**src/rtl/i2a_pkg.sv**
```systemverilog
// ----------------------------------------------------------------------------
// i2a_pkg
// Shared types, codes and character constants for the integer to ASCII
// formatter.
// ----------------------------------------------------------------------------
package i2a_pkg;

    localparam int VALUE_W = 32;
    localparam int KIND_W = 2;
    localparam int CHAR_W = 8;
    localparam int BCD_DIGITS = 10;
    localparam int BCD_W = 4 * BCD_DIGITS;
    localparam int BITS_PER_STEP = 4;
    localparam int CONV_STEPS = VALUE_W / BITS_PER_STEP;
    localparam int HEX_DIGITS = VALUE_W / 4;
    localparam int QUEUE_DEPTH = 2;

    localparam logic [KIND_W-1:0] KIND_UDEC = 2'd0;
    localparam logic [KIND_W-1:0] KIND_SDEC = 2'd1;
    localparam logic [KIND_W-1:0] KIND_HEX = 2'd2;

    localparam logic [CHAR_W-1:0] CH_ZERO = 8'h30;
    localparam logic [CHAR_W-1:0] CH_NINE = 8'h39;
    localparam logic [CHAR_W-1:0] CH_A = 8'h41;
    localparam logic [CHAR_W-1:0] CH_F = 8'h46;
    localparam logic [CHAR_W-1:0] CH_X = 8'h78;
    localparam logic [CHAR_W-1:0] CH_MINUS = 8'h2D;

    localparam logic [CHAR_W-1:0] DIGIT_TABLE [16] = '{
        8'h30, 8'h31, 8'h32, 8'h33, 8'h34, 8'h35, 8'h36, 8'h37,
        8'h38, 8'h39, 8'h41, 8'h42, 8'h43, 8'h44, 8'h45, 8'h46
    };

    typedef struct packed {
        logic               hex;
        logic               neg;
        logic [VALUE_W-1:0] mag;
    } job_t;

    typedef struct packed {
        logic full;
        logic empty;
    } q_stat_t;

endpackage

```
**src/rtl/i2a_front.sv**
```systemverilog
// ----------------------------------------------------------------------------
// i2a_front
// Input stage: takes one beat, decodes the kind and forms the magnitude,
// then hands the job to the queue.
// ----------------------------------------------------------------------------
module i2a_front
    import i2a_pkg::*;
(
    input  logic               clk,
    input  logic               rst_n,
    input  logic               s_tvalid,
    output logic               s_tready,
    input  logic [VALUE_W-1:0] s_tdata,
    input  logic [KIND_W-1:0]  s_tuser,
    input  q_stat_t            q_stat,
    output logic               push,
    output job_t               push_job
);

    logic valid_reg;
    job_t job_reg;
    job_t job_next;
    logic neg;

    assign push = valid_reg && !q_stat.full;
    assign s_tready = !valid_reg || !q_stat.full;
    assign push_job = job_reg;

    always_comb
    begin
        neg = (s_tuser == KIND_SDEC) && s_tdata[VALUE_W-1];
        job_next.hex = s_tuser[1];
        job_next.neg = neg;
        job_next.mag = neg ? (~s_tdata + VALUE_W'(1)) : s_tdata;
    end

    always_ff @(posedge clk or negedge rst_n)
    begin
        if (!rst_n)
        begin
            valid_reg <= 1'b0;
        end
        else if (s_tvalid && s_tready)
        begin
            valid_reg <= 1'b1;
        end
        else if (push)
        begin
            valid_reg <= 1'b0;
        end
    end

    always_ff @(posedge clk)
    begin
        if (s_tvalid && s_tready)
        begin
            job_reg <= job_next;
        end
    end

endmodule

```
**src/rtl/i2a_queue.sv**
```systemverilog
// ----------------------------------------------------------------------------
// i2a_queue
// Short job queue between the input stage and the character engine.
// ----------------------------------------------------------------------------
module i2a_queue
    import i2a_pkg::*;
(
    input  logic    clk,
    input  logic    rst_n,
    input  logic    push,
    input  job_t    push_job,
    input  logic    pop,
    output job_t    pop_job,
    output q_stat_t q_stat
);

    localparam int PTR_W = (QUEUE_DEPTH > 1) ? $clog2(QUEUE_DEPTH) : 1;
    localparam int CNT_W = $clog2(QUEUE_DEPTH + 1);

    job_t             mem [QUEUE_DEPTH];
    logic [PTR_W-1:0] wr_ptr_reg;
    logic [PTR_W-1:0] rd_ptr_reg;
    logic [CNT_W-1:0] cnt_reg;
    logic             do_push;
    logic             do_pop;

    assign q_stat.full = (cnt_reg == CNT_W'(QUEUE_DEPTH));
    assign q_stat.empty = (cnt_reg == '0);
    assign do_push = push && !q_stat.full;
    assign do_pop = pop && !q_stat.empty;
    assign pop_job = mem[rd_ptr_reg];

    always_ff @(posedge clk or negedge rst_n)
    begin
        if (!rst_n)
        begin
            wr_ptr_reg <= '0;
            rd_ptr_reg <= '0;
            cnt_reg <= '0;
        end
        else
        begin
            if (do_push)
            begin
                wr_ptr_reg <= (wr_ptr_reg == PTR_W'(QUEUE_DEPTH - 1)) ? '0
                              : wr_ptr_reg + PTR_W'(1);
            end
            if (do_pop)
            begin
                rd_ptr_reg <= (rd_ptr_reg == PTR_W'(QUEUE_DEPTH - 1)) ? '0
                              : rd_ptr_reg + PTR_W'(1);
            end
            if (do_push && !do_pop)
            begin
                cnt_reg <= cnt_reg + CNT_W'(1);
            end
            else if (do_pop && !do_push)
            begin
                cnt_reg <= cnt_reg - CNT_W'(1);
            end
        end
    end

    always_ff @(posedge clk)
    begin
        if (do_push)
        begin
            mem[wr_ptr_reg] <= push_job;
        end
    end

endmodule

```
**src/rtl/i2a_back.sv**
```systemverilog
// ----------------------------------------------------------------------------
// i2a_back
// Character engine: converts a decimal job to BCD four bits a cycle, strips
// leading zeros and sends one character per beat via an output register.
// ----------------------------------------------------------------------------
module i2a_back
    import i2a_pkg::*;
(
    input  logic              clk,
    input  logic              rst_n,
    input  q_stat_t           q_stat,
    input  job_t              pop_job,
    output logic              pop,
    output logic              m_tvalid,
    input  logic              m_tready,
    output logic [CHAR_W-1:0] m_tdata,
    output logic              m_tlast
);

    typedef enum logic [3:0] {
        ST_IDLE = 4'b0001,
        ST_CONV = 4'b0010,
        ST_LEAD = 4'b0100,
        ST_EMIT = 4'b1000
    } state_t;

    state_t             state_reg;
    logic [BCD_W-1:0]   dat_reg;
    logic [VALUE_W-1:0] bin_reg;
    logic [2:0]         cyc_reg;
    logic [1:0]         pfx_reg;
    logic               neg_reg;
    logic [3:0]         rem_reg;
    logic               m_tvalid_reg;
    logic [CHAR_W-1:0]  m_tdata_reg;
    logic               m_tlast_reg;

    logic [BCD_W-1:0]   dabble_next;
    logic [3:0]         lead;
    logic [5:0]         shamt;
    logic               slot_free;
    logic [CHAR_W-1:0]  char_next;
    logic               last_next;

    assign pop = (state_reg == ST_IDLE) && !q_stat.empty;
    assign slot_free = !m_tvalid_reg || m_tready;
    assign m_tvalid = m_tvalid_reg;
    assign m_tdata = m_tdata_reg;
    assign m_tlast = m_tlast_reg;

    always_comb
    begin
        dabble_next = dat_reg;
        for (int s = 0; s < BITS_PER_STEP; s++)
        begin
            for (int d = 0; d < BCD_DIGITS; d++)
            begin
                if (dabble_next[d*4 +: 4] >= 4'd5)
                begin
                    dabble_next[d*4 +: 4] = dabble_next[d*4 +: 4] + 4'd3;
                end
            end
            dabble_next = {dabble_next[BCD_W-2:0], bin_reg[VALUE_W-1-s]};
        end
    end

    always_comb
    begin
        lead = '0;
        for (int d = 0; d < BCD_DIGITS; d++)
        begin
            if (dat_reg[d*4 +: 4] != 4'd0)
            begin
                lead = 4'(d);
            end
        end
        shamt = {4'(BCD_DIGITS - 1) - lead, 2'b00};
    end

    always_comb
    begin
        if (pfx_reg == 2'd2)
        begin
            char_next = CH_ZERO;
        end
        else if (pfx_reg == 2'd1)
        begin
            char_next = CH_X;
        end
        else if (neg_reg)
        begin
            char_next = CH_MINUS;
        end
        else
        begin
            char_next = DIGIT_TABLE[dat_reg[BCD_W-1 -: 4]];
        end
        last_next = (pfx_reg == 2'd0) && !neg_reg && (rem_reg == 4'd1);
    end

    always_ff @(posedge clk or negedge rst_n)
    begin
        if (!rst_n)
        begin
            state_reg <= ST_IDLE;
            m_tvalid_reg <= 1'b0;
            pfx_reg <= '0;
            neg_reg <= 1'b0;
            rem_reg <= '0;
            cyc_reg <= '0;
        end
        else
        begin
            if (state_reg == ST_EMIT && slot_free)
            begin
                m_tvalid_reg <= 1'b1;
            end
            else if (m_tready)
            begin
                m_tvalid_reg <= 1'b0;
            end
            unique case (state_reg)
                ST_IDLE:
                begin
                    if (!q_stat.empty)
                    begin
                        if (pop_job.hex)
                        begin
                            pfx_reg <= 2'd2;
                            neg_reg <= 1'b0;
                            rem_reg <= 4'(HEX_DIGITS);
                            state_reg <= ST_EMIT;
                        end
                        else
                        begin
                            pfx_reg <= 2'd0;
                            neg_reg <= pop_job.neg;
                            cyc_reg <= '0;
                            state_reg <= ST_CONV;
                        end
                    end
                end
                ST_CONV:
                begin
                    cyc_reg <= cyc_reg + 3'd1;
                    if (cyc_reg == 3'(CONV_STEPS - 1))
                    begin
                        state_reg <= ST_LEAD;
                    end
                end
                ST_LEAD:
                begin
                    rem_reg <= lead + 4'd1;
                    state_reg <= ST_EMIT;
                end
                ST_EMIT:
                begin
                    if (slot_free)
                    begin
                        if (pfx_reg != 2'd0)
                        begin
                            pfx_reg <= pfx_reg - 2'd1;
                        end
                        else if (neg_reg)
                        begin
                            neg_reg <= 1'b0;
                        end
                        else
                        begin
                            rem_reg <= rem_reg - 4'd1;
                        end
                        if (last_next)
                        begin
                            state_reg <= ST_IDLE;
                        end
                    end
                end
                default:
                begin
                    state_reg <= ST_IDLE;
                end
            endcase
        end
    end

    always_ff @(posedge clk)
    begin
        if (state_reg == ST_IDLE && !q_stat.empty)
        begin
            if (pop_job.hex)
            begin
                dat_reg <= {pop_job.mag, {(BCD_W - VALUE_W){1'b0}}};
            end
            else
            begin
                dat_reg <= '0;
                bin_reg <= pop_job.mag;
            end
        end
        else if (state_reg == ST_CONV)
        begin
            dat_reg <= dabble_next;
            bin_reg <= bin_reg << BITS_PER_STEP;
        end
        else if (state_reg == ST_LEAD)
        begin
            dat_reg <= dat_reg << shamt;
        end
        else if (state_reg == ST_EMIT && slot_free)
        begin
            m_tdata_reg <= char_next;
            m_tlast_reg <= last_next;
            if (pfx_reg == 2'd0 && !neg_reg)
            begin
                dat_reg <= dat_reg << 4;
            end
        end
    end

endmodule

```
**src/rtl/integer_to_ascii_formatter_core.sv**
```systemverilog
// ----------------------------------------------------------------------------
// integer_to_ascii_formatter_core
// Formats a 32-bit value as unsigned decimal, signed decimal or 0x-prefixed
// hex ASCII, one character per output beat.
// ----------------------------------------------------------------------------
// Each input beat carries the value in tdata and the kind in tuser; the
// characters leave most significant first, with tlast on the final one. A
// hex item takes a start state and then ten character beats. A decimal item
// takes a start state, the binary to BCD converter (four bits per cycle), a
// state to drop leading zeros, and then one beat per character (up to
// eleven). The single output register sets the one character per cycle rate
// while m_tready is held high, and a two-entry job queue lets the input side
// take new values while the character engine is busy.
module integer_to_ascii_formatter_core
    import i2a_pkg::*;
(
    input  logic               clk,
    input  logic               rst_n,
    input  logic               s_tvalid,
    output logic               s_tready,
    input  logic [VALUE_W-1:0] s_tdata,    // value[31:0]
    input  logic [KIND_W-1:0]  s_tuser,    // kind[1:0]
    output logic               m_tvalid,
    input  logic               m_tready,
    output logic [CHAR_W-1:0]  m_tdata,    // character[7:0]
    output logic               m_tlast
);

    q_stat_t q_stat;
    logic    push;
    job_t    push_job;
    logic    pop;
    job_t    pop_job;

    i2a_front u_front (
        .clk      (clk),
        .rst_n    (rst_n),
        .s_tvalid (s_tvalid),
        .s_tready (s_tready),
        .s_tdata  (s_tdata),
        .s_tuser  (s_tuser),
        .q_stat   (q_stat),
        .push     (push),
        .push_job (push_job)
    );

    i2a_queue u_queue (
        .clk      (clk),
        .rst_n    (rst_n),
        .push     (push),
        .push_job (push_job),
        .pop      (pop),
        .pop_job  (pop_job),
        .q_stat   (q_stat)
    );

    i2a_back u_back (
        .clk      (clk),
        .rst_n    (rst_n),
        .q_stat   (q_stat),
        .pop_job  (pop_job),
        .pop      (pop),
        .m_tvalid (m_tvalid),
        .m_tready (m_tready),
        .m_tdata  (m_tdata),
        .m_tlast  (m_tlast)
    );

endmodule

```
**config.mk**
```make
export PLATFORM = sky130hd
export DESIGN_NAME = integer_to_ascii_formatter_core
export DESIGN_NICKNAME = d
export VERILOG_FILES = /design/src/rtl/i2a_pkg.sv /design/src/rtl/i2a_front.sv /design/src/rtl/i2a_queue.sv /design/src/rtl/i2a_back.sv /design/src/rtl/integer_to_ascii_formatter_core.sv
export SDC_FILE = /design/constraint.sdc
export NUM_CORES = 1
export LEC_CHECK = 0
export BUFFER_PORTS_ARGS = -buffer_cell sky130_fd_sc_hd__buf_4
export CORE_UTILIZATION = 39
export CTS_BUF_LIST = sky130_fd_sc_hd__clkbuf_8
export DETAILED_ROUTE_END_ITERATION = 8
export PLACE_DENSITY = 0.52
export REMOVE_ABC_BUFFERS = 1
export SLEW_MARGIN = 20
export SYNTH_ARGS = -nofsm -noshare
export SYNTH_HDL_FRONTEND = slang
export SYNTH_SLANG_ARGS = --single-unit
```
**constraint.sdc**
```tcl
create_clock -name clk -period 5.05 [get_ports clk]
set_input_delay 0.2525 -clock clk [delete_from_list [all_inputs] [get_ports clk]]
set_output_delay 0.2525 -clock clk [all_outputs]
set_load 0.005 [all_outputs]
```
==> run_results.csv <==
group,metric,value,unit
synthesis,synth_seq_cells,202,
route,dr_total_vias,11600,
critical_path,end_kind,"flop",
timing,rsz0062_at_grt,"no",
critical_path,critPathMaxFanout,10,
synthesis,synth_area_per_cell,9.39,µm²
timing,final.setup.tns,0,ns
route,drt_iter0_markers,806,
timing,tightest_slew,1.12,ns
clock_network,htreeDepth,2,
synthesis,synth_edf_count,182,
final_layout,multi_input_area,0.00772,mm²
final_layout,fillers,3515,
final_layout,seq_area,0.00597,mm²
clock_network,numCtsBuffers,37,
final_layout,final_common_cell,"edfxtp_1",
synthesis,yosysSeqAreaShare,0.419,
synthesis,synth.distinct_cells,82,
global_routing,antenna_found_initial,0,
synthesis,synth_cells,1516,
global_routing,grt_pass1_vias,10900,
placement,dpl.hpwl,28600,µm
critical_path,worstPathRequired,5.34,ns
die,num_rows,69,
timing,setup_viol,0,
final_layout,largest_reg_flops,68,
synthesis,async_flop_share,0.0990,
timing,finalHoldViolations,0,
die,die_w,193,µm
placement,globalplace.congestion,0.972,
global_routing,grt_usage,0.213,
synthesis,ys.flop_type,"edfxtp_1",
run_status,status,"finished, violations left",
global_routing,grt_pass1_wl,61400,µm
critical_path,critPathKind,"flop to flop",
timing,finalCritPeriodShare,0.906,
clock_network,cts_tree,"built",
placement,placement.io_buffers,47,
synthesis,yosys_warnings,0,
clock_network,cts-root-buf,"clkbuf_8",
die,start_util,0.398,
route,wire_per_inst,19.1,µm
route,first_pass_iters,8,
route,drc_errors,8,
synthesis,netlist_area,0.0142,mm²
route,totalWireLength,39100,µm
final_layout,most-common-layout-cells,"edfxtp_1 (182), nand2_1 (151), o21ai_0 (145)",
global_routing,grt_start_max_net_pins,42,
min_path,hp-class,"input port to flop",
run_status,violations,"DRC",
timing,drv_slew,0,
clock_network,clock-sinks,202,
clock_network,cts_setup_buffers,0,
die,core-area,0.0357,mm²
timing,clock_skew,0.0302,ns
final_layout,layout-drive-gt1-share,0.113,
clock_network,clk_pin_slew_worst_paths,0.05,ns
timing,fmax,0.219,GHz
route,viasPerCell,5.65,
die,io_pins,49,
die,dieArea,0.0373,mm²
route,ant_nets,0,
global_routing,grt_use_met1,0.288,
clock_network,ctsLongestPathBuffers,3,
critical_path,crit_arrival,4.87,ns
global_routing,grt-busiest-layer,"met2",
final_layout,antenna_cells,0,
critical_path,crit_path_start_kind,"flop",
final_layout,nets,1661,
die,die_y,193,µm
final_layout,area_growth,11.3,%
global_routing,use_met2,0.354,
timing,period_needed,4.58,ns
timing,slew_headroom,0.253,
clock_network,clk_latency,0.55,ns
global_routing,grtUsageMet3,0.0299,
run,cap_viol_max_count,0,
global_routing,grt_overflow,0,
## timing repair
action / in CTS / in global routing
hold buffers: 7 / 0
gates resized for setup: 0 / 0
endpoints found under the hold margin: 26 / 0
## critical path: stages, from the launching register on
cell	delay (ns)
edfxtp_1	0.66
inv_1	0.15
ha_1	0.27
nand2b_1	0.14
a21oi_4	0.10
xnor2_1	0.53
nor3_1	0.09
a21oi_1	0.14
nor2b_1	0.06
a311oi_1	0.43
ha_1	0.31
nor2b_1	0.30
a21oi_1	0.11
o21ai_0	0.15
o311ai_0	0.14
o21ai_0	0.40
mux2i_1	0.14
a22o_1	0.19
## metrics by stage
step                      cell area, µm²   util  hold WS (ns)  worst slack, ns  instances
after global routing               15800  0.443       0.00740            0.102       2052
after detailed placement           15100  0.422         0.170            0.536       1980
after global placement             15100  0.422         0.172            0.581       1980
after floorplan                    13900      -       -0.0431            0.506       1444
after CTS                          15800  0.443       0.00262            0.507       2052
final                              15800  0.443        0.0289            0.474       2052
## final cells by class
| cell class | count | share of cell area |
|---|---|---|
| clock buffer | 37 | 0.0321 |
| clock inverter | 28 | 0.0107 |
| inverter | 72 | 0.0171 |
| multi-input combinational | 1170 | 0.487 |
| sequential | 202 | 0.377 |
| tap | 461 | 0.0364 |
| timing repair buffer | 82 | 0.0400 |
## kinds of logic after synthesis
kind of cell,synth area share
buffers and inverters,0.0415
AOI/OAI and AO/OA,0.198
adders and majority gates,0.0524
other,0.000263
DFF,0.419
and+or+nand+nor,0.153
muxes,0.0896
xor gates and xnor gates,0.0454
## cells in the mapped netlist, drive strengths merged, types with 9 or more instances
cell    instances  area [µm²]
nor3b          16         120
edfxtp        182        5470
nand2         151         567
xor2           25         219
mux2           30         338
o211ai         14         105
nor2b          22         138
nand3          28         140
o31ai           9        77.6
o21a            9        67.6
nand2b         23         144
a222oi         11         110
buf            25         143
mux2i          91         911
a21oi         110         562
inv            72         270
and2            9        56.3
a211oi         13         103
o221ai         11        96.3
clkbuf         47         178
o21ai         156         785
a21o           12        90.1
nor2          145         552
a22oi          12        90.1
a31oi          19         125
dfrtp          19         475
ha             58         726
nor3           30         150
xnor2          48         428
## worst paths after layout
check,startpoint,to,slack (ns),cells after the start
worst max-delay path,u_back.dat_reg[0],u_back.dat_reg[2],0.47,17
worst min-delay path,m_tready,u_back.m_tvalid,0.03,3
worst max register to register,u_back.dat_reg[0],u_back.dat_reg[2],0.47,17
worst min register to register,u_front.push_job[17],u_queue.mem[0][17],0.43,0
max in group asynchronous,rst_n,u_back.state_reg[0],4.60,2
min in group asynchronous,rst_n,u_queue.cnt_reg[1],0.16,2
## layer usage
layer	share of wire	up-vias	routed length (µm)
met5	0	-	0
met4	0.024	0	948
li1	-	5720	-
met2	0.47	324	18400
met1	0.45	5481	17800
met3	0.051	75	1980
Power is left out: the tool's default activity adds up to more than one toggle a clock period on the data nets, which glitch-free logic cannot reach.
